**src/sv/mqttd_pkg.sv**
```systemverilog
// Shared types, codes and constants of the MQTT receive deframer.
// No dependencies; used by the result channel interface and all modules.
package mqttd_pkg;

   // Remaining-length field may span at most this many bytes (1 to 4)
   localparam int unsigned MAX_LENGTH_BYTES = 4;

   localparam int unsigned LEN_W = 28;
   localparam int unsigned CNT_W = 3;

   // Parser phase codes
   localparam logic [1:0] PH_HEADER = 2'd0;
   localparam logic [1:0] PH_LENGTH = 2'd1;
   localparam logic [1:0] PH_BODY   = 2'd2;
   localparam logic [1:0] PH_HALT   = 2'd3;

   // Control packet types (upper nibble of the fixed header)
   localparam logic [3:0] TYPE_CONNACK  = 4'h2;
   localparam logic [3:0] TYPE_PUBLISH  = 4'h3;
   localparam logic [3:0] TYPE_PUBACK   = 4'h4;
   localparam logic [3:0] TYPE_SUBACK   = 4'h9;
   localparam logic [3:0] TYPE_UNSUBACK = 4'hB;
   localparam logic [3:0] TYPE_PINGRESP = 4'hD;

   // Byte classes
   localparam logic [3:0] KIND_HEADER    = 4'd0;
   localparam logic [3:0] KIND_LENGTH    = 4'd1;
   localparam logic [3:0] KIND_TOPIC_LEN = 4'd2;
   localparam logic [3:0] KIND_TOPIC     = 4'd3;
   localparam logic [3:0] KIND_PKT_ID    = 4'd4;
   localparam logic [3:0] KIND_PAYLOAD   = 4'd5;
   localparam logic [3:0] KIND_OTHER     = 4'd6;
   localparam logic [3:0] KIND_CONNACK   = 4'd7;
   localparam logic [3:0] KIND_DISCARD   = 4'd8;

   // Packet events
   localparam logic [3:0] EV_NONE        = 4'd0;
   localparam logic [3:0] EV_CONNACK_OK  = 4'd1;
   localparam logic [3:0] EV_CONNACK_REJ = 4'd2;
   localparam logic [3:0] EV_PUBLISH     = 4'd3;
   localparam logic [3:0] EV_SUBACK      = 4'd4;
   localparam logic [3:0] EV_UNSUBACK    = 4'd5;
   localparam logic [3:0] EV_PINGRESP    = 4'd6;
   localparam logic [3:0] EV_PUBACK      = 4'd7;
   localparam logic [3:0] EV_UNHANDLED   = 4'd8;
   localparam logic [3:0] EV_BAD_LENGTH  = 4'd9;
   localparam logic [3:0] EV_BAD_CONNACK = 4'd10;
   localparam logic [3:0] EV_BAD_TOPIC   = 4'd11;
   localparam logic [3:0] EV_BAD_ID      = 4'd12;

   typedef struct packed {
      logic [7:0]       data_byte;
      logic [3:0]       byte_kind;
      logic [3:0]       packet_type;
      logic [1:0]       qos_level;
      logic             packet_end;
      logic [3:0]       event_res;
      logic [7:0]       connack_code;
      logic [15:0]      packet_ident;
      logic             send_puback;
      logic [LEN_W-1:0] remaining_length;
   } rsp_type;

endpackage

```
**src/sv/mqttd_if.sv**
```systemverilog
// Valid/ready channel interfaces of the MQTT receive deframer.
// Depends on mqttd_pkg for the remaining-length field width.
interface mqttd_req_if;
   logic       valid;
   logic       ready;
   logic [7:0] rx_byte;

   modport source (output valid, output rx_byte, input ready);
   modport sink   (input valid, input rx_byte, output ready);
endinterface

interface mqttd_rsp_if;
   logic                          valid;
   logic                          ready;
   logic [7:0]                    data_byte;
   logic [3:0]                    byte_kind;
   logic [3:0]                    packet_type;
   logic [1:0]                    qos_level;
   logic                          packet_end;
   logic [3:0]                    event_res;
   logic [7:0]                    connack_code;
   logic [15:0]                   packet_ident;
   logic                          send_puback;
   logic [mqttd_pkg::LEN_W-1:0]   remaining_length;

   modport source (output valid, output data_byte, output byte_kind, output packet_type,
                   output qos_level, output packet_end, output event_res,
                   output connack_code, output packet_ident, output send_puback,
                   output remaining_length, input ready);
   modport sink   (input valid, input data_byte, input byte_kind, input packet_type,
                   input qos_level, input packet_end, input event_res,
                   input connack_code, input packet_ident, input send_puback,
                   input remaining_length, output ready);
endinterface

```
**src/sv/mqttd_parse.sv**
```systemverilog
// Packet parser state and per-byte result logic of the MQTT receive deframer.
// Depends on mqttd_pkg.
module mqttd_parse (
   input  logic              clock,
   input  logic              reset,
   input  logic              step,
   input  logic [7:0]        rx_byte,
   output mqttd_pkg::rsp_type result
);

   localparam int unsigned LW = mqttd_pkg::LEN_W;

   logic [1:0]              phase_ff, phase_in;
   logic [7:0]              header_ff, header_in;
   logic [LW-1:0]           length_ff, length_in;
   logic [mqttd_pkg::CNT_W-1:0] count_ff, count_in;
   logic [LW-1:0]           pos_ff, pos_in;
   logic [15:0]             topic_len_ff, topic_len_in;
   logic [15:0]             ident_ff, ident_in;
   logic [7:0]              connack_ff, connack_in;

   logic [LW-1:0]           len_add;
   logic [LW:0]             pos_plus1;
   logic [16:0]             tl_plus2;
   logic [16:0]             tl_plus4;
   logic [LW-1:0]           fin_tl2;
   logic [LW-1:0]           fin_tl4;
   logic                    qos_nz;
   logic                    finish;

   always_ff @(posedge clock) begin
      if (reset) begin
         phase_ff <= mqttd_pkg::PH_HEADER;
         count_ff <= '0;
      end else if (step) begin
         phase_ff <= phase_in;
         count_ff <= count_in;
      end
   end

   always_ff @(posedge clock) begin
      if (reset) begin
         header_ff    <= '0;
         length_ff    <= '0;
         pos_ff       <= '0;
         topic_len_ff <= '0;
         ident_ff     <= '0;
         connack_ff   <= '0;
      end else if (step) begin
         header_ff    <= header_in;
         length_ff    <= length_in;
         pos_ff       <= pos_in;
         topic_len_ff <= topic_len_in;
         ident_ff     <= ident_in;
         connack_ff   <= connack_in;
      end
   end

   // length byte weight: 7 bits per byte already taken
   always_comb begin
      unique case (count_ff[1:0])
         2'd0: len_add = {21'd0, rx_byte[6:0]};
         2'd1: len_add = {14'd0, rx_byte[6:0], 7'd0};
         2'd2: len_add = {7'd0, rx_byte[6:0], 14'd0};
         2'd3: len_add = {rx_byte[6:0], 21'd0};
      endcase
   end

   assign pos_plus1 = {1'b0, pos_ff} + {{LW{1'b0}}, 1'b1};
   assign tl_plus2  = {1'b0, topic_len_ff} + 17'd2;
   assign tl_plus4  = {1'b0, topic_len_ff} + 17'd4;
   assign qos_nz    = (header_ff[2:1] != 2'd0);

   // checks at packet end use the updated topic length
   assign fin_tl2 = {{(LW-16){1'b0}}, topic_len_in} + LW'(2);
   assign fin_tl4 = {{(LW-16){1'b0}}, topic_len_in} + LW'(4);

   always_comb begin
      phase_in     = phase_ff;
      header_in    = header_ff;
      length_in    = length_ff;
      count_in     = count_ff;
      pos_in       = pos_ff;
      topic_len_in = topic_len_ff;
      ident_in     = ident_ff;
      connack_in   = connack_ff;
      finish       = 1'b0;
      result            = '0;
      result.data_byte  = rx_byte;
      result.packet_type = header_ff[7:4];
      result.qos_level   = header_ff[2:1];

      unique case (phase_ff)
         mqttd_pkg::PH_HALT: begin
            result.byte_kind   = mqttd_pkg::KIND_DISCARD;
            result.packet_type = 4'd0;
            result.qos_level   = 2'd0;
         end
         mqttd_pkg::PH_HEADER: begin
            header_in    = rx_byte;
            length_in    = '0;
            count_in     = '0;
            pos_in       = '0;
            topic_len_in = '0;
            ident_in     = '0;
            connack_in   = '0;
            phase_in     = mqttd_pkg::PH_LENGTH;
            result.byte_kind   = mqttd_pkg::KIND_HEADER;
            result.packet_type = rx_byte[7:4];
            result.qos_level   = rx_byte[2:1];
         end
         mqttd_pkg::PH_LENGTH: begin
            result.byte_kind = mqttd_pkg::KIND_LENGTH;
            if (count_ff >= mqttd_pkg::CNT_W'(mqttd_pkg::MAX_LENGTH_BYTES)) begin
               phase_in                = mqttd_pkg::PH_HALT;
               result.packet_end       = 1'b1;
               result.event_res        = mqttd_pkg::EV_BAD_LENGTH;
               result.remaining_length = length_ff;
            end else begin
               length_in = length_ff + len_add;
               count_in  = count_ff + mqttd_pkg::CNT_W'(1);
               result.remaining_length = length_in;
               if (!rx_byte[7]) begin
                  pos_in = '0;
                  if (length_in == '0) begin
                     phase_in = mqttd_pkg::PH_HEADER;
                     finish   = 1'b1;
                  end else begin
                     phase_in = mqttd_pkg::PH_BODY;
                  end
               end
            end
         end
         mqttd_pkg::PH_BODY: begin
            result.remaining_length = length_ff;
            if (header_ff[7:4] == mqttd_pkg::TYPE_CONNACK) begin
               result.byte_kind = mqttd_pkg::KIND_CONNACK;
               if (pos_ff == LW'(1)) connack_in = rx_byte;
            end else if (header_ff[7:4] == mqttd_pkg::TYPE_PUBLISH) begin
               priority if (pos_ff == '0) begin
                  topic_len_in     = {rx_byte, 8'd0};
                  result.byte_kind = mqttd_pkg::KIND_TOPIC_LEN;
               end else if (pos_ff == LW'(1)) begin
                  topic_len_in     = {topic_len_ff[15:8], rx_byte};
                  result.byte_kind = mqttd_pkg::KIND_TOPIC_LEN;
               end else if (pos_ff < {{(LW-17){1'b0}}, tl_plus2}) begin
                  result.byte_kind = mqttd_pkg::KIND_TOPIC;
               end else if (qos_nz && (pos_ff < {{(LW-17){1'b0}}, tl_plus4})) begin
                  if (pos_ff == {{(LW-17){1'b0}}, tl_plus2}) ident_in = {rx_byte, 8'd0};
                  else ident_in = {ident_ff[15:8], rx_byte};
                  result.byte_kind = mqttd_pkg::KIND_PKT_ID;
               end else begin
                  result.byte_kind = mqttd_pkg::KIND_PAYLOAD;
               end
            end else begin
               result.byte_kind = mqttd_pkg::KIND_OTHER;
            end
            pos_in = pos_plus1[LW-1:0];
            if (pos_plus1 >= {1'b0, length_ff}) begin
               phase_in = mqttd_pkg::PH_HEADER;
               finish   = 1'b1;
            end
         end
      endcase

      if (finish) begin
         result.packet_end = 1'b1;
         if (header_in[7:4] == mqttd_pkg::TYPE_CONNACK) begin
            if (length_in < LW'(2)) begin
               result.event_res = mqttd_pkg::EV_BAD_CONNACK;
            end else begin
               result.event_res    = (connack_in == 8'd0) ? mqttd_pkg::EV_CONNACK_OK
                                                          : mqttd_pkg::EV_CONNACK_REJ;
               result.connack_code = connack_in;
            end
         end else if (header_in[7:4] == mqttd_pkg::TYPE_PUBLISH) begin
            if (length_in < LW'(2) || fin_tl2 > length_in) begin
               result.event_res = mqttd_pkg::EV_BAD_TOPIC;
            end else if (qos_nz && fin_tl4 > length_in) begin
               result.event_res = mqttd_pkg::EV_BAD_ID;
            end else begin
               result.event_res    = mqttd_pkg::EV_PUBLISH;
               result.packet_ident = qos_nz ? ident_in : 16'd0;
               result.send_puback  = (header_in[2:1] == 2'd1);
            end
         end else if (header_in[7:4] == mqttd_pkg::TYPE_SUBACK) begin
            result.event_res = mqttd_pkg::EV_SUBACK;
         end else if (header_in[7:4] == mqttd_pkg::TYPE_UNSUBACK) begin
            result.event_res = mqttd_pkg::EV_UNSUBACK;
         end else if (header_in[7:4] == mqttd_pkg::TYPE_PINGRESP) begin
            result.event_res = mqttd_pkg::EV_PINGRESP;
         end else if (header_in[7:4] == mqttd_pkg::TYPE_PUBACK) begin
            result.event_res = mqttd_pkg::EV_PUBACK;
         end else begin
            result.event_res = mqttd_pkg::EV_UNHANDLED;
         end
      end
   end

   // halt only leaves through reset
   a_halt_sticky: assert property (@(posedge clock) disable iff (reset)
      phase_ff == mqttd_pkg::PH_HALT |=> phase_ff == mqttd_pkg::PH_HALT)
      else $error("parser left halt without reset");

   // every event closes a packet and every packet close carries an event
   a_end_event: assert property (@(posedge clock) disable iff (reset)
      step |-> (result.packet_end == (result.event_res != mqttd_pkg::EV_NONE)))
      else $error("packet end and event disagree");

   a_puback_qos1: assert property (@(posedge clock) disable iff (reset)
      (step && result.send_puback) |->
         (result.event_res == mqttd_pkg::EV_PUBLISH && result.qos_level == 2'd1))
      else $error("puback request outside a QoS 1 publish");

   a_count_bound: assert property (@(posedge clock) disable iff (reset)
      count_ff <= mqttd_pkg::CNT_W'(mqttd_pkg::MAX_LENGTH_BYTES))
      else $error("length byte count past its limit");

   a_body_nonzero: assert property (@(posedge clock) disable iff (reset)
      phase_ff == mqttd_pkg::PH_BODY |-> length_ff != '0)
      else $error("body phase with zero remaining length");

endmodule

```
**src/sv/mqtt_receive_deframer_top.sv**
```systemverilog
// Top level of the MQTT receive deframer: input register, parser, result register.
// Depends on mqttd_pkg, mqttd_if (channel interfaces) and mqttd_parse.
//
// Usage:
//   req_if carries one received byte (rx_byte) per transfer. rsp_if returns
//   exactly one tagged result per byte, in order: the byte itself, its class,
//   the packet type and QoS, the decoded remaining length and, on the last
//   byte of a packet, packet_end with an event (CONNACK, PUBLISH with packet
//   identifier and PUBACK request, acknowledgements, or an error code).
//   Pipeline: two register stages, input register and result register; a byte
//   in the input register passes through the parser into the result register.
//   Throughput: one byte per cycle, sustained while rsp_if.ready stays high; the
//   parser updates all of its counters in a single pass per byte.
//   Stalls: while rsp_if.ready is low the result holds; the input register
//   still takes one more byte, then req_if.ready drops until the result
//   drains. No byte is lost or repeated.
//   Reset (synchronous, active high): both stages empty, parser waits for a
//   fixed header byte. An over-long remaining length halts the parser;
//   every later byte comes back marked discarded until the next reset.
module mqtt_receive_deframer_top (
   input logic          clock,
   input logic          reset,
   mqttd_req_if.sink    req_if,
   mqttd_rsp_if.source  rsp_if
);

   logic                in_valid_ff, in_valid_in;
   logic [7:0]          in_byte_ff, in_byte_in;
   logic                out_valid_ff, out_valid_in;
   mqttd_pkg::rsp_type  out_ff, out_in;
   logic                advance;
   logic                req_take;

   // parser fires when the input register holds a byte and the result slot is free
   assign advance      = in_valid_ff && (!out_valid_ff || rsp_if.ready);
   assign req_if.ready = !in_valid_ff || advance;
   assign req_take     = req_if.valid && req_if.ready;

   assign in_valid_in  = req_take ? 1'b1 : (advance ? 1'b0 : in_valid_ff);
   assign in_byte_in   = req_take ? req_if.rx_byte : in_byte_ff;
   assign out_valid_in = advance ? 1'b1 : (rsp_if.ready ? 1'b0 : out_valid_ff);

   mqttd_parse u_parse (
      .clock   (clock),
      .reset   (reset),
      .step    (advance),
      .rx_byte (in_byte_ff),
      .result  (out_in)
   );

   always_ff @(posedge clock) begin
      if (reset) begin
         in_valid_ff  <= 1'b0;
         out_valid_ff <= 1'b0;
      end else begin
         in_valid_ff  <= in_valid_in;
         out_valid_ff <= out_valid_in;
      end
   end

   always_ff @(posedge clock) begin
      in_byte_ff <= in_byte_in;
      if (advance) out_ff <= out_in;
   end

   assign rsp_if.valid            = out_valid_ff;
   assign rsp_if.data_byte        = out_ff.data_byte;
   assign rsp_if.byte_kind        = out_ff.byte_kind;
   assign rsp_if.packet_type      = out_ff.packet_type;
   assign rsp_if.qos_level        = out_ff.qos_level;
   assign rsp_if.packet_end       = out_ff.packet_end;
   assign rsp_if.event_res        = out_ff.event_res;
   assign rsp_if.connack_code     = out_ff.connack_code;
   assign rsp_if.packet_ident     = out_ff.packet_ident;
   assign rsp_if.send_puback      = out_ff.send_puback;
   assign rsp_if.remaining_length = out_ff.remaining_length;

endmodule

```
**src/flat_wrapper.sv**
```systemverilog
// flat-port wrapper written by rule: the top's interface ports become plain ports
module mqtt_receive_deframer_top_flat 
  (clock, reset, req_if_valid, req_if_rx_byte, req_if_ready, rsp_if_valid, rsp_if_data_byte, rsp_if_byte_kind, rsp_if_packet_type, rsp_if_qos_level, rsp_if_packet_end, rsp_if_event_res, rsp_if_connack_code, rsp_if_packet_ident, rsp_if_send_puback, rsp_if_remaining_length, rsp_if_ready);
  mqttd_req_if req_if_i ();
  mqttd_rsp_if rsp_if_i ();
  input logic clock;
  input logic reset;
  input wire logic [$bits(req_if_i.valid)-1:0] req_if_valid;
  input wire logic [$bits(req_if_i.rx_byte)-1:0] req_if_rx_byte;
  output wire logic [$bits(req_if_i.ready)-1:0] req_if_ready;
  output wire logic [$bits(rsp_if_i.valid)-1:0] rsp_if_valid;
  output wire logic [$bits(rsp_if_i.data_byte)-1:0] rsp_if_data_byte;
  output wire logic [$bits(rsp_if_i.byte_kind)-1:0] rsp_if_byte_kind;
  output wire logic [$bits(rsp_if_i.packet_type)-1:0] rsp_if_packet_type;
  output wire logic [$bits(rsp_if_i.qos_level)-1:0] rsp_if_qos_level;
  output wire logic [$bits(rsp_if_i.packet_end)-1:0] rsp_if_packet_end;
  output wire logic [$bits(rsp_if_i.event_res)-1:0] rsp_if_event_res;
  output wire logic [$bits(rsp_if_i.connack_code)-1:0] rsp_if_connack_code;
  output wire logic [$bits(rsp_if_i.packet_ident)-1:0] rsp_if_packet_ident;
  output wire logic [$bits(rsp_if_i.send_puback)-1:0] rsp_if_send_puback;
  output wire logic [$bits(rsp_if_i.remaining_length)-1:0] rsp_if_remaining_length;
  input wire logic [$bits(rsp_if_i.ready)-1:0] rsp_if_ready;
  assign req_if_i.valid = req_if_valid;
  assign req_if_i.rx_byte = req_if_rx_byte;
  assign req_if_ready = req_if_i.ready;
  assign rsp_if_valid = rsp_if_i.valid;
  assign rsp_if_data_byte = rsp_if_i.data_byte;
  assign rsp_if_byte_kind = rsp_if_i.byte_kind;
  assign rsp_if_packet_type = rsp_if_i.packet_type;
  assign rsp_if_qos_level = rsp_if_i.qos_level;
  assign rsp_if_packet_end = rsp_if_i.packet_end;
  assign rsp_if_event_res = rsp_if_i.event_res;
  assign rsp_if_connack_code = rsp_if_i.connack_code;
  assign rsp_if_packet_ident = rsp_if_i.packet_ident;
  assign rsp_if_send_puback = rsp_if_i.send_puback;
  assign rsp_if_remaining_length = rsp_if_i.remaining_length;
  assign rsp_if_i.ready = rsp_if_ready;
  mqtt_receive_deframer_top u_core (.clock(clock), .reset(reset), .req_if(req_if_i), .rsp_if(rsp_if_i));
endmodule
```
**config.mk**
```make
export PLATFORM = sky130hd
export DESIGN_NAME = mqtt_receive_deframer_top_flat
export DESIGN_NICKNAME = d
export VERILOG_FILES = /design/src/sv/mqttd_pkg.sv /design/src/sv/mqttd_if.sv /design/src/sv/mqttd_parse.sv /design/src/sv/mqtt_receive_deframer_top.sv /design/src/flat_wrapper.sv
export SDC_FILE = /design/constraint.sdc
export NUM_CORES = 1
export LEC_CHECK = 0
export ABC_AREA = 1
export BUFFER_PORTS_ARGS = -buffer_cell sky130_fd_sc_hd__clkbuf_2
export CAP_MARGIN = 20
export CORE_ASPECT_RATIO = 2
export CORE_MARGIN = 8
export CORE_UTILIZATION = 45
export DETAILED_ROUTE_END_ITERATION = 6
export GPL_TIMING_DRIVEN = 0
export PLACE_DENSITY = 0.71
export SLEW_MARGIN = 20
export SYNTH_ARGS = -nofsm -noshare
export SYNTH_HDL_FRONTEND = slang
export SYNTH_SLANG_ARGS = --single-unit
```
**constraint.sdc**
```tcl
create_clock -name clock -period 3.9 [get_ports clock]
set_clock_uncertainty 0.05 [all_clocks]
set_input_delay 0.78 -clock clock [delete_from_list [all_inputs] [get_ports clock]]
set_output_delay 0.78 -clock clock [all_outputs]
set_load 0.01 [all_outputs]
```
==> results of run 1 <==
sequential cells by signal, summed over array words and instances, names as in the netlist, 2 cells and up:
signal and count:
u_core.rsp_if.byte_kind 4, u_core.in_byte_ff 8, u_core.u_parse.ident_ff 16, u_core.rsp_if.connack_code 8, u_core.u_parse.connack_ff 8, u_core.u_parse.phase_ff 2
u_core.u_parse.count_ff 3, u_core.rsp_if.data_byte 8, u_core.rsp_if.packet_type 4, u_core.rsp_if.event_res 4, u_core.rsp_if.packet_ident 16, u_core.u_parse.topic_len_ff 16
u_core.u_parse.header_ff 6, u_core.u_parse.length_ff 28, u_core.rsp_if.remaining_length 28, u_core.u_parse.pos_ff 28, u_core.rsp_if.qos_level 2
timing repair:
item | in CTS | in global routing
resized for setup | 155 | 72
buffers inserted | 86 | 21
endpoints found under the hold margin | 0 | 0
endpoints found under the setup margin | 50 | 68
gates cloned | 1 | 1
pin swaps | 54 | 51
worst register-to-register path: cells and delay by family, from the launching register on:
family	cells	cell delay [ns]
AND/OR/NAND/NOR	18	2.20
AO/OA/AOI/OAI	6	0.58
buffers and inverters	4	0.54
adder cells (fa/ha/maj)	2	0.49
flip-flops	1	0.37
XOR/XNOR	1	0.15
layer usage:
| layer | vias to the layer above | global-route usage | share of wire |
|---|---|---|---|
| met4 | 0 | 0.332 | 0.12 |
| met2 | 701 | 0.544 | 0.50 |
| met3 | 276 | 0.0509 | 0.058 |
| met5 | - | 0 | 0 |
| li1 | 7980 | - | - |
| met1 | 7715 | 0.280 | 0.32 |
metrics by stage:
stage | hold slack (ns) | power, uW | setup TNS [ns]
final | 0.437 | 5780 | -18.93
after floorplan | 0.395 | 3170 | -0.273
after detailed placement | 0.415 | 3630 | -46.70
after global routing | 0.434 | 5990 | -25.58
after CTS | 0.427 | 5740 | -12.57
after global placement | 0.405 | 3610 | -47.11
placed cells by master, fill, tap and decap left out, types with 12 or more instances in the layout:
cell                        Yosys  layout
sky130_fd_sc_hd__a21oi_1      157     156
sky130_fd_sc_hd__buf_4          1      97
sky130_fd_sc_hd__clkbuf_1      40      32
sky130_fd_sc_hd__clkbuf_16      0      19
sky130_fd_sc_hd__clkbuf_2       0      90
sky130_fd_sc_hd__dfxtp_1      109      84
sky130_fd_sc_hd__dfxtp_2        0      12
sky130_fd_sc_hd__dfxtp_4        0      13
sky130_fd_sc_hd__edfxtp_1      84      84
sky130_fd_sc_hd__ha_1         136     120
sky130_fd_sc_hd__inv_1        403     385
sky130_fd_sc_hd__inv_2         12      26
sky130_fd_sc_hd__nand2_1      630     607
sky130_fd_sc_hd__nand2_2       10      27
sky130_fd_sc_hd__nand3_1      139     120
sky130_fd_sc_hd__nand3_2        2      15
sky130_fd_sc_hd__nand4_1       27      27
sky130_fd_sc_hd__nor2_1       186     164
sky130_fd_sc_hd__nor2_2        17      29
sky130_fd_sc_hd__nor2_4         2      12
sky130_fd_sc_hd__nor3_1        34      25
sky130_fd_sc_hd__nor3_2        12      16
sky130_fd_sc_hd__o211ai_1      44      44
sky130_fd_sc_hd__o21ai_0      125     111
sky130_fd_sc_hd__xor2_1        51      49
worst max-delay path by stage:
stage,from,endpoint,slack (ns),depth (start not counted)
2_1_floorplan,u_core.u_parse.count_ff[1],u_core.rsp_if.packet_ident[10],-0.03,30
3_3_place_gp,u_core.in_byte_ff[1],u_core.rsp_if.packet_ident[5],-1.40,26
3_5_place_dp,u_core.in_byte_ff[1],u_core.rsp_if.packet_ident[5],-1.38,26
4_1_cts,u_core.u_parse.pos_ff[21],u_core.rsp_if.packet_ident[14],-0.58,30
5_1_grt,u_core.u_parse.pos_ff[25],u_core.rsp_if.packet_ident[14],-0.90,29
6_report,u_core.u_parse.pos_ff[25],u_core.rsp_if.packet_ident[14],-0.70,31
report_power, final:
part	internal (uW)	total, uW	switching [uW]
Clock	886	1850	962
Combinational	554	1640	1080
Sequential	2200	2290	88.6
Total	3640	5780	2130
cell families (layout without fill, tap and decap cells):
group / Yosys count / in the layout
compound gates: 380 / 380
xor+xnor: 61 / 61
fa+ha+maj: 137 / 137
buf+inv: 474 / 699
flops: 193 / 193
simple gates: 1091 / 1091
cell type report:
| class | instances | area [sq um] |
|---|---|---|
| Buffer | 54 | 300 |
| Clock buffer | 18 | 439 |
| Fill cell | 3357 | 15300 |
| Clock inverter | 14 | 156 |
| Multi-Input combinational cell | 1669 | 9810 |
| Inverter | 418 | 1580 |
| Tap cell | 441 | 552 |
| Timing Repair Buffer | 195 | 1310 |
| Sequential cell | 193 | 4770 |
==> run_summary.xml, run 1 <==
<?xml version="1.0" encoding="UTF-8"?>
<metrics>
  <group name="global_routing">
    <metric name="pin_count_of_the_biggest_net_entering_global_routing" unit="">86</metric>
    <metric name="groute.usage.overall" unit="">0.307</metric>
    <metric name="grt_first_pass_wirelength" unit="um">94300</metric>
    <metric name="antenna_found_initial" unit="">0</metric>
    <metric name="first_global_vias" unit="">16300</metric>
    <metric name="grt_overflow" unit="">0</metric>
  </group>
  <group name="power_and_ir_drop">
    <metric name="total_leakage_power" unit="uW">0.00948</metric>
    <metric name="peakVddDrop" unit="uV">310</metric>
    <metric name="power_per_cell_area" unit="mW/mm^2">306</metric>
  </group>
  <group name="sta">
    <metric name="hold_viol_final" unit="">0</metric>
    <metric name="min_period_over_period" unit="">1.18</metric>
    <metric name="fin_crit" unit="ns">4.60</metric>
    <metric name="maxSlewHeadroom" unit="">0.292</metric>
    <metric name="max_freq" unit="MHz">218</metric>
    <metric name="finalSetupViolations" unit="">32</metric>
    <metric name="rsz0062_at_grt" unit="">yes</metric>
    <metric name="report.final.slew_viol_count" unit="">0</metric>
    <metric name="worst_slew_pin_slew" unit="ns">1.05</metric>
    <metric name="final_critical_path_setup_slack" unit="ns">-0.697</metric>
  </group>
  <group name="critical_path">
    <metric name="slowest_delay" unit="ns">0.37</metric>
    <metric name="critPathCaptureType" unit="">flop</metric>
    <metric name="worst_r2r_path_depth" unit="">31</metric>
    <metric name="crit_fanout" unit="">8</metric>
    <metric name="worst-path-buf-inv" unit="">4</metric>
    <metric name="worst_ep_required_time" unit="ns">4.05</metric>
    <metric name="crit-reg2reg-capture" unit="">u_core.rsp_if.packet_ident[14]</metric>
    <metric name="worst_r2r_startpoint" unit="">u_core.u_parse.pos_ff[25]</metric>
    <metric name="cp_top_family" unit="">simple AND/OR/NAND/NOR gates</metric>
    <metric name="start_kind" unit="">flop</metric>
    <metric name="timing_worst_setup_path_type" unit="">flop to flop</metric>
    <metric name="r2r_slack" unit="ns">-0.70</metric>
    <metric name="critical_path_arrival" unit="ns">4.75</metric>
    <metric name="cp_slowest_cell" unit="">sky130_fd_sc_hd__dfxtp_4</metric>
    <metric name="cp_common_cell" unit="">sky130_fd_sc_hd__nand2_1</metric>
  </group>
  <group name="synthesis">
    <metric name="post-synth-top-area-cell" unit="">sky130_fd_sc_hd__edfxtp_1</metric>
    <metric name="post_synth_num_cell_types" unit="">55</metric>
    <metric name="post_synthesis_share_of_cell_area_spent_on_and_or_nand_and_nor_gates" unit="">0.301</metric>
    <metric name="synth.yosys.seq_area_share" unit="">0.301</metric>
    <metric name="number_of_standard_cells_after_synthesis" unit="">2336</metric>
    <metric name="synth.net_count" unit="">2485</metric>
    <metric name="synth_compound_area_frac" unit="">0.138</metric>
    <metric name="synth_area_per_cell" unit="sq um">6.68</metric>
    <metric name="postSynth.topFlopCell" unit="">sky130_fd_sc_hd__dfxtp_1</metric>
    <metric name="synth_commonest_cells" unit="">sky130_fd_sc_hd__nand2_1 (630), sky130_fd_sc_hd__inv_1 (403), sky130_fd_sc_hd__nor2_1 (186)</metric>
    <metric name="most_instantiated_library_cell_after_synthesis" unit="">sky130_fd_sc_hd__nand2_1</metric>
    <metric name="ys_async_sr_fraction" unit="">0</metric>
    <metric name="yosysTopAreaCellShare" unit="">0.162</metric>
    <metric name="total_of_flip_flops_plus_latches_after_synthesis" unit="">193</metric>
    <metric name="synth_fa_ha_area_frac" unit="">0.110</metric>
    <metric name="netlist_area_pre_place" unit="sq mm">0.0156</metric>
    <metric name="combinational_family_with_the_most_area_after_synthesis" unit="">simple AND/OR/NAND/NOR gates</metric>
    <metric name="synth_xor_xnor_area_share" unit="">0.0342</metric>
    <metric name="synth-edff-count" unit="">84</metric>
    <metric name="synth-warning-count" unit="">0</metric>
    <metric name="synthMuxAreaShare" unit="">0</metric>
    <metric name="synth_top_cells_by_area" unit="">sky130_fd_sc_hd__edfxtp_1 (16%), sky130_fd_sc_hd__nand2_1 (15%), sky130_fd_sc_hd__dfxtp_1 (14%)</metric>
  </group>
  <group name="cells_and_area">
    <metric name="layout.cell_area.non_filler" unit="sq mm">0.0189</metric>
    <metric name="number_of_antenna_cells_inserted" unit="">0</metric>
    <metric name="finalCoreUtilization" unit="">0.552</metric>
    <metric name="nNetsFinal" unit="">2697</metric>
    <metric name="syn_to_final_growth" unit="%">21.1</metric>
    <metric name="instances_no_fill" unit="">3002</metric>
    <metric name="post_route_cells_drive_above_1_share" unit="">0.183</metric>
  </group>
  <group name="run">
    <metric name="cap_violations" unit="">0</metric>
  </group>
  <group name="clock_tree">
    <metric name="tritoncts" unit="">built</metric>
    <metric name="worstSkewPairLatency" unit="ns">0.47</metric>
    <metric name="cts_made_buffers" unit="">17</metric>
    <metric name="ctsRootBufferMaster" unit="">sky130_fd_sc_hd__clkbuf_16</metric>
    <metric name="cts_sinks" unit="">193</metric>
    <metric name="cts.reportedPaths.clkPinSlew" unit="ns">0.08</metric>
    <metric name="number_of_buffers_on_the_longest_clock_path" unit="">2</metric>
    <metric name="cts.htree.levels" unit="">4</metric>
    <metric name="cts-hold-fix-buffers" unit="">0</metric>
  </group>
  <group name="die">
    <metric name="die_h" unit="um">279</metric>
    <metric name="design.portCount" unit="">90</metric>
    <metric name="die_area" unit="sq mm">0.0413</metric>
    <metric name="die_w" unit="um">148</metric>
    <metric name="initial_core_utilization" unit="">0.456</metric>
    <metric name="core_area" unit="sq mm">0.0342</metric>
    <metric name="fp-row-count" unit="">96</metric>
  </group>
  <group name="detailed_routing">
    <metric name="totalWireLength" unit="um">64500</metric>
    <metric name="wl_per_cell" unit="um">21.5</metric>
    <metric name="drt_pre_antenna_iters" unit="">7</metric>
    <metric name="num_vias" unit="">16700</metric>
    <metric name="drtIter0Drc" unit="">1345</metric>
    <metric name="drc_violation_count_after_routing" unit="">0</metric>
    <metric name="viasPerCell" unit="">5.55</metric>
    <metric name="postRouteAntennaNets" unit="">0</metric>
  </group>
  <group name="placement">
    <metric name="dp_hpwl" unit="um">48000</metric>
    <metric name="post-place-ws" unit="ns">-1.38</metric>
    <metric name="cells_after_dpl" unit="">2865</metric>
    <metric name="port_buffers" unit="">88</metric>
    <metric name="finalWeightedCongestion" unit="">0.993</metric>
    <metric name="dpl-instance-area" unit="sq mm">0.0167</metric>
  </group>
  <group name="hold_path">
    <metric name="hp-start" unit="">u_core.u_parse.pos_ff[27]</metric>
    <metric name="hold_depth" unit="">2</metric>
    <metric name="hold_path.class" unit="">flop to flop</metric>
    <metric name="whs_endpoint" unit="">u_core.u_parse.pos_ff[27]</metric>
  </group>
  <group name="status">
    <metric name="violations" unit="">negative setup slack</metric>
    <metric name="run_status" unit="">finished with violations</metric>
  </group>
</metrics>
No activity file was read; power rests on OpenSTA's default activity.
==> inputs of run 2 (changes only) <==
--- a/config.mk
+++ b/config.mk
@@ -13,7 +13,7 @@
 export CORE_UTILIZATION = 45
 export DETAILED_ROUTE_END_ITERATION = 6
 export GPL_TIMING_DRIVEN = 0
-export PLACE_DENSITY = 0.71
+export PLACE_DENSITY = 0.7
 export SLEW_MARGIN = 20
 export SYNTH_ARGS = -nofsm -noshare
 export SYNTH_HDL_FRONTEND = slang
==> run 2 against run 1 <==
  * The flow still finishes with violations (negative setup slack)
  * Total power is 0.34% lower
  * Final area up 1.2%
  * Global-route usage increased by 0.12 points
  * Critical path depth decreased by 2
  * Sequential share of layout area fell by 0.35 points
  * Final cell count increased by 0.40%
  * Maximum frequency increased by 0.19%
  * Core utilization increased by 0.67 points
  * Sequential power hardly changed
  * Via count up 0.65%
  * Wire length is 0.98% higher
  * Non-clock buffer count is 9 higher
  * Largest power group unchanged
  * Highest routed layer is now met5
==> run_summary.xml, run 2 (synthesized netlist as in run 1, its figures left out) <==
<?xml version="1.0" encoding="UTF-8"?>
<metrics>
  <group name="cells_and_area">
    <metric name="layout_common_cells" unit="">sky130_fd_sc_hd__nand2_1 (604), sky130_fd_sc_hd__inv_1 (385), sky130_fd_sc_hd__a21oi_1 (156), sky130_fd_sc_hd__nor2_1 (153)</metric>
    <metric name="fillCellCount" unit="">3336</metric>
    <metric name="nNetsFinal" unit="">2707</metric>
    <metric name="post_route_cells_drive_above_1_share" unit="">0.194</metric>
    <metric name="final_common_cell" unit="">sky130_fd_sc_hd__nand2_1</metric>
    <metric name="syn_to_final_growth" unit="%">22.6</metric>
  </group>
  <group name="sta">
    <metric name="hold-worst-slack" unit="ns">0.437</metric>
    <metric name="hold_viol_final" unit="">0</metric>
    <metric name="report.final.slew_viol_count" unit="">0</metric>
    <metric name="max_freq" unit="MHz">218</metric>
    <metric name="finalSetupViolations" unit="">31</metric>
    <metric name="rsz0062_at_grt" unit="">yes</metric>
    <metric name="tns" unit="ns">-14.02</metric>
    <metric name="final_critical_path_setup_slack" unit="ns">-0.688</metric>
    <metric name="worst_slew_pin_slew" unit="ns">1.09</metric>
    <metric name="min_period_over_period" unit="">1.18</metric>
    <metric name="maxSlewHeadroom" unit="">0.275</metric>
    <metric name="fin_crit" unit="ns">4.59</metric>
  </group>
  <group name="critical_path">
    <metric name="cp_slowest_cell" unit="">sky130_fd_sc_hd__dfxtp_4</metric>
    <metric name="critPathCaptureType" unit="">flop</metric>
    <metric name="worst_ep_required_time" unit="ns">4.06</metric>
    <metric name="slowest_delay" unit="ns">0.37</metric>
    <metric name="critical_path_arrival" unit="ns">4.75</metric>
    <metric name="crit_fanout" unit="">8</metric>
    <metric name="cp_common_cell" unit="">sky130_fd_sc_hd__nand2_1</metric>
    <metric name="start_kind" unit="">flop</metric>
    <metric name="timing_worst_setup_path_type" unit="">flop to flop</metric>
    <metric name="worst_r2r_path_depth" unit="">29</metric>
  </group>
  <group name="die">
    <metric name="die_h" unit="um">279</metric>
    <metric name="initial_core_utilization" unit="">0.456</metric>
    <metric name="design.portCount" unit="">90</metric>
    <metric name="fp-row-count" unit="">96</metric>
    <metric name="die_w" unit="um">148</metric>
    <metric name="die_area" unit="sq mm">0.0413</metric>
    <metric name="core_area" unit="sq mm">0.0342</metric>
  </group>
  <group name="clock_tree">
    <metric name="cts.reportedPaths.clkPinSlew" unit="ns">0.08</metric>
    <metric name="cts_sinks" unit="">193</metric>
    <metric name="cts_made_buffers" unit="">17</metric>
    <metric name="ctsRootBufferMaster" unit="">sky130_fd_sc_hd__clkbuf_16</metric>
    <metric name="tritoncts" unit="">built</metric>
    <metric name="cts.htree.levels" unit="">4</metric>
    <metric name="worstSkewPairLatency" unit="ns">0.47</metric>
    <metric name="number_of_buffers_on_the_longest_clock_path" unit="">2</metric>
  </group>
  <group name="power_and_ir_drop">
    <metric name="power_frac_clock" unit="">0.317</metric>
    <metric name="sw_frac_of_total" unit="">0.368</metric>
    <metric name="power_per_cell_area" unit="mW/mm^2">301</metric>
    <metric name="power_switching" unit="uW">2120</metric>
    <metric name="seq_power_share" unit="">0.399</metric>
    <metric name="total_leakage_power" unit="uW">0.00950</metric>
    <metric name="p_int" unit="uW">3640</metric>
    <metric name="share_comb_of_total_power" unit="">0.284</metric>
    <metric name="peakVddDrop" unit="uV">398</metric>
  </group>
  <group name="detailed_routing">
    <metric name="postRouteAntennaNets" unit="">0</metric>
    <metric name="drt_pre_antenna_iters" unit="">6</metric>
    <metric name="drtIter0Drc" unit="">1059</metric>
    <metric name="num_vias" unit="">16800</metric>
    <metric name="wl_per_cell" unit="um">21.6</metric>
    <metric name="totalWireLength" unit="um">65100</metric>
    <metric name="viasPerCell" unit="">5.57</metric>
    <metric name="drc_violation_count_after_routing" unit="">0</metric>
  </group>
  <group name="global_routing">
    <metric name="pin_count_of_the_biggest_net_entering_global_routing" unit="">86</metric>
    <metric name="grt_first_pass_wirelength" unit="um">95100</metric>
    <metric name="grt_overflow" unit="">0</metric>
    <metric name="first_global_vias" unit="">16600</metric>
    <metric name="antenna_found_initial" unit="">1</metric>
    <metric name="groute.usage.overall" unit="">0.308</metric>
  </group>
  <group name="placement">
    <metric name="port_buffers" unit="">88</metric>
    <metric name="finalWeightedCongestion" unit="">0.997</metric>
    <metric name="dp_hpwl" unit="um">48400</metric>
  </group>
  <group name="status">
    <metric name="run_status" unit="">finished with violations</metric>
    <metric name="violations" unit="">negative setup slack</metric>
  </group>
  <group name="run">
    <metric name="cap_violations" unit="">0</metric>
  </group>
  <group name="hold_path">
    <metric name="hold_depth" unit="">2</metric>
    <metric name="hold_path.class" unit="">flop to flop</metric>
  </group>
</metrics>
-- run 2: layout make-up --
| type | instances | area, sq um | area share |
|---|---|---|---|
| multi-input cells | 1670 | 9990 | 0.522 |
| flip-flops and latches | 193 | 4760 | 0.249 |
| inverters | 418 | 1580 | 0.0827 |
| repair buffers | 202 | 1340 | 0.0698 |
| well taps | 441 | 552 | 0.0288 |
| clock buffers | 18 | 429 | 0.0224 |
| plain buffers | 56 | 320 | 0.0167 |
| clock inverters | 14 | 161 | 0.00844 |
| diodes | 2 | 5.00 | 0.000262 |
-- run 2: what timing repair did --
item / in CTS / in global routing
cloned: 1 / 1
endpoints found under the hold margin: 0 / 0
setup buffers: 87 / 26
setup endpoints to repair: 49 / 75
resized for setup: 159 / 85
hold buffers: 0 / 0
pin swaps: 52 / 54
-- run 2: worst paths after layout --
check / slack, ns / endpoint / from
min reg2reg: 0.44 / u_core.u_parse.pos_ff[27] / u_core.u_parse.pos_ff[27]
max: -0.69 / u_core.rsp_if.event_res[3] / u_core.u_parse.pos_ff[25]
min: 0.44 / u_core.u_parse.pos_ff[27] / u_core.u_parse.pos_ff[27]
max reg2reg: -0.69 / u_core.rsp_if.event_res[3] / u_core.u_parse.pos_ff[25]
-- run 2: metal layers --
metal  GRT usage  routed length (um)
met2       0.556               33200
met3      0.0514                3260
met1       0.278               21200
met5           0                  22
met4       0.320                7530
-- run 2: worst max-delay path, delay by kind of cell, from the launching register on --
| family | cells | cell delay (ns) |
|---|---|---|
| simple gates | 21 | 2.41 |
| buf+inv | 3 | 0.45 |
| fa+ha+maj | 1 | 0.30 |
| compound gates | 4 | 0.75 |
| flops | 1 | 0.37 |
-- run 2: stage by stage --
stage / worst slack (ns) / util / std cells / power, uW / cell area, sq um
final: -0.688 / 0.559 / 3014 / 5760 / 19100
after global routing: -0.942 / 0.559 / 3012 / 5980 / 19100
after CTS: -0.571 / 0.542 / 2985 / 5640 / 18500
after detailed placement: -1.31 / 0.488 / 2865 / 3630 / 16700
after global placement: -1.35 / 0.488 / 2865 / 3610 / 16700
after floorplan: -0.0275 / - / 2336 / 3170 / 15700
-- run 2: power groups by stage --
stage	Clock (uW)	Sequential, uW	Combinational [uW]
after floorplan	0	2330	843
after global placement	0	2350	1260
after detailed placement	0	2350	1280
after CTS	1830	2290	1520
after global routing	1910	2300	1770
final	1830	2290	1630
==> inputs of run 3 (changes only) <==
==> constraint.sdc (replaced) <==
create_clock -name clock -period 3.9 [get_ports clock]
set_clock_uncertainty 0.05 [all_clocks]
set_input_delay 0.195 -clock clock [delete_from_list [all_inputs] [get_ports clock]]
set_output_delay 0.195 -clock clock [all_outputs]
set_load 0.01 [all_outputs]
==> run 3 against run 2 <==
  * The flow still finishes with violations (negative setup slack)
  * Combinational power is 13% higher
  * Largest cell class unchanged
  * Hold slack worse by 0.037 ns
  * Sequential share of layout area is 0.65 points lower
  * Largest power group unchanged
  * Clock power is 2% lower
==> run_summary.xml, run 3 (synthesized netlist as in run 1, its figures left out) <==
<?xml version="1.0" encoding="UTF-8"?>
<metrics>
  <group name="status">
    <metric name="run_status" unit="">finished with violations</metric>
    <metric name="violations" unit="">negative setup slack</metric>
  </group>
  <group name="clock_tree">
    <metric name="cts.reportedPaths.clkPinSlew" unit="ns">0.08</metric>
    <metric name="ctsRootBufferMaster" unit="">sky130_fd_sc_hd__clkbuf_16</metric>
    <metric name="worstSkewPairLatency" unit="ns">0.47</metric>
    <metric name="cts.htree.levels" unit="">4</metric>
    <metric name="cts_sinks" unit="">193</metric>
    <metric name="number_of_buffers_on_the_longest_clock_path" unit="">2</metric>
    <metric name="tritoncts" unit="">built</metric>
    <metric name="cts_made_buffers" unit="">17</metric>
  </group>
  <group name="run">
    <metric name="cap_violations" unit="">0</metric>
  </group>
  <group name="die">
    <metric name="core_area" unit="sq mm">0.0342</metric>
    <metric name="initial_core_utilization" unit="">0.456</metric>
    <metric name="die_h" unit="um">279</metric>
    <metric name="die_w" unit="um">148</metric>
    <metric name="design.portCount" unit="">90</metric>
    <metric name="die_area" unit="sq mm">0.0413</metric>
    <metric name="fp-row-count" unit="">96</metric>
  </group>
  <group name="critical_path">
    <metric name="worst_r2r_startpoint" unit="">u_core.u_parse.pos_ff[13]</metric>
    <metric name="r2r_slack" unit="ns">-0.77</metric>
    <metric name="start_kind" unit="">flop</metric>
    <metric name="timing_worst_setup_path_type" unit="">flop to flop</metric>
    <metric name="worst_ep_required_time" unit="ns">4.06</metric>
    <metric name="crit_fanout" unit="">6</metric>
    <metric name="critPathCaptureType" unit="">flop</metric>
    <metric name="cp_common_cell" unit="">sky130_fd_sc_hd__nand2_1</metric>
    <metric name="crit-reg2reg-capture" unit="">u_core.rsp_if.packet_ident[2]</metric>
    <metric name="cp_top_family" unit="">simple AND/OR/NAND/NOR gates</metric>
    <metric name="critical_path_arrival" unit="ns">4.83</metric>
    <metric name="worst-path-buf-inv" unit="">6</metric>
    <metric name="cp_slowest_cell" unit="">sky130_fd_sc_hd__dfxtp_4</metric>
    <metric name="slowest_delay" unit="ns">0.37</metric>
    <metric name="worst_r2r_path_depth" unit="">33</metric>
  </group>
  <group name="global_routing">
    <metric name="first_global_vias" unit="">16800</metric>
    <metric name="antenna_found_initial" unit="">0</metric>
    <metric name="pin_count_of_the_biggest_net_entering_global_routing" unit="">48</metric>
    <metric name="groute.usage.overall" unit="">0.310</metric>
    <metric name="grt_first_pass_wirelength" unit="um">95500</metric>
    <metric name="grt_overflow" unit="">0</metric>
  </group>
  <group name="sta">
    <metric name="tns" unit="ns">-16.43</metric>
    <metric name="rsz0062_at_grt" unit="">yes</metric>
    <metric name="worst_slew_pin_slew" unit="ns">0.978</metric>
    <metric name="final_critical_path_setup_slack" unit="ns">-0.774</metric>
    <metric name="hold_viol_final" unit="">0</metric>
    <metric name="fin_crit" unit="ns">4.67</metric>
    <metric name="hold-worst-slack" unit="ns">0.399</metric>
    <metric name="maxSlewHeadroom" unit="">0.348</metric>
    <metric name="finalSetupViolations" unit="">31</metric>
    <metric name="min_period_over_period" unit="">1.20</metric>
    <metric name="report.final.slew_viol_count" unit="">0</metric>
    <metric name="max_freq" unit="MHz">214</metric>
  </group>
  <group name="detailed_routing">
    <metric name="num_vias" unit="">17000</metric>
    <metric name="viasPerCell" unit="">5.60</metric>
    <metric name="totalWireLength" unit="um">65500</metric>
    <metric name="drt_pre_antenna_iters" unit="">6</metric>
    <metric name="wl_per_cell" unit="um">21.5</metric>
    <metric name="drtIter0Drc" unit="">1285</metric>
    <metric name="drc_violation_count_after_routing" unit="">0</metric>
    <metric name="postRouteAntennaNets" unit="">0</metric>
  </group>
  <group name="power_and_ir_drop">
    <metric name="finalPower" unit="uW">5920</metric>
    <metric name="total_leakage_power" unit="uW">0.00982</metric>
    <metric name="peakVddDrop" unit="uV">352</metric>
    <metric name="power_per_cell_area" unit="mW/mm^2">300</metric>
  </group>
  <group name="hold_path">
    <metric name="hold_path.class" unit="">primary input to flop</metric>
    <metric name="whs_endpoint" unit="">u_core.in_byte_ff[6]</metric>
    <metric name="hp-start" unit="">req_if_rx_byte[6]</metric>
    <metric name="hold_depth" unit="">2</metric>
  </group>
  <group name="cells_and_area">
    <metric name="syn_to_final_growth" unit="%">26.6</metric>
    <metric name="nNetsFinal" unit="">2739</metric>
    <metric name="layout.cell_area.non_filler" unit="sq mm">0.0198</metric>
    <metric name="final_common_cell" unit="">sky130_fd_sc_hd__nand2_1</metric>
    <metric name="number_of_antenna_cells_inserted" unit="">0</metric>
    <metric name="post_route_cells_drive_above_1_share" unit="">0.218</metric>
    <metric name="layout_common_cells" unit="">sky130_fd_sc_hd__nand2_1 (589), sky130_fd_sc_hd__inv_1 (380), sky130_fd_sc_hd__a21oi_1 (156), sky130_fd_sc_hd__nor2_1 (153)</metric>
  </group>
  <group name="placement">
    <metric name="port_buffers" unit="">88</metric>
    <metric name="finalWeightedCongestion" unit="">0.999</metric>
    <metric name="post-place-ws" unit="ns">-1.52</metric>
    <metric name="dpl-instance-area" unit="sq mm">0.0167</metric>
    <metric name="dp_hpwl" unit="um">47800</metric>
  </group>
</metrics>
## run 3: what timing repair did
item | in CTS | in global routing
setup endpoints to repair | 49 | 70
hold endpoints to repair | 10 | 0
cloned | 1 | 0
setup buffers | 111 | 36
hold buffers | 10 | 0
pin swaps | 69 | 81
gates resized for setup | 212 | 139
## run 3: per-stage QoR
stage,utilization,cells
global route,0.577,3044
floorplan,-,2336
CTS,0.557,3019
global placement,0.488,2865
finish,0.577,3044
detailed placement,0.489,2866
## run 3: power by group
part / switching (uW) / internal (uW) / leakage [uW] / total (uW)
clock network: 911 / 883 / 0.000284 / 1790
logic: 1150 / 683 / 0.00782 / 1840
registers: 92.3 / 2200 / 0.00171 / 2290
## run 3: how the worst max path moves through the flow
stage | end | depth (start not counted) | slack [ns] | startpoint
after floorplan | u_core.rsp_if.packet_ident[10] | 30 | -0.03 | u_core.u_parse.count_ff[1]
after global placement | u_core.rsp_if.packet_ident[11] | 30 | -1.53 | u_core.in_byte_ff[2]
after detailed placement | u_core.rsp_if.packet_ident[11] | 30 | -1.52 | u_core.in_byte_ff[2]
after CTS | u_core.rsp_if.packet_ident[2] | 36 | -0.54 | u_core.u_parse.pos_ff[21]
after global routing | u_core.rsp_if.packet_ident[2] | 29 | -0.97 | u_core.u_parse.pos_ff[15]
final | u_core.rsp_if.packet_ident[2] | 33 | -0.77 | u_core.u_parse.pos_ff[13]
## run 3: layout make-up
| cell class | instances | area, sq um |
|---|---|---|
| clock inverters | 12 | 118 |
| repair buffers | 235 | 1720 |
| clock buffers | 20 | 458 |
| well taps | 441 | 552 |
| inverters | 418 | 1590 |
| multi-input cells | 1669 | 10200 |
| plain buffers | 56 | 325 |
| fillers | 3139 | 14500 |
| flip-flops and latches | 193 | 4790 |
## run 3: layer usage
metal | global-route usage | up-vias | routed length, um
li1 | - | 8082 | -
met1 | 0.286 | 7916 | 21200
met2 | 0.574 | 761 | 33700
met3 | 0.0401 | 287 | 3510
met4 | 0.291 | 0 | 7050
met5 | 0 | - | 0
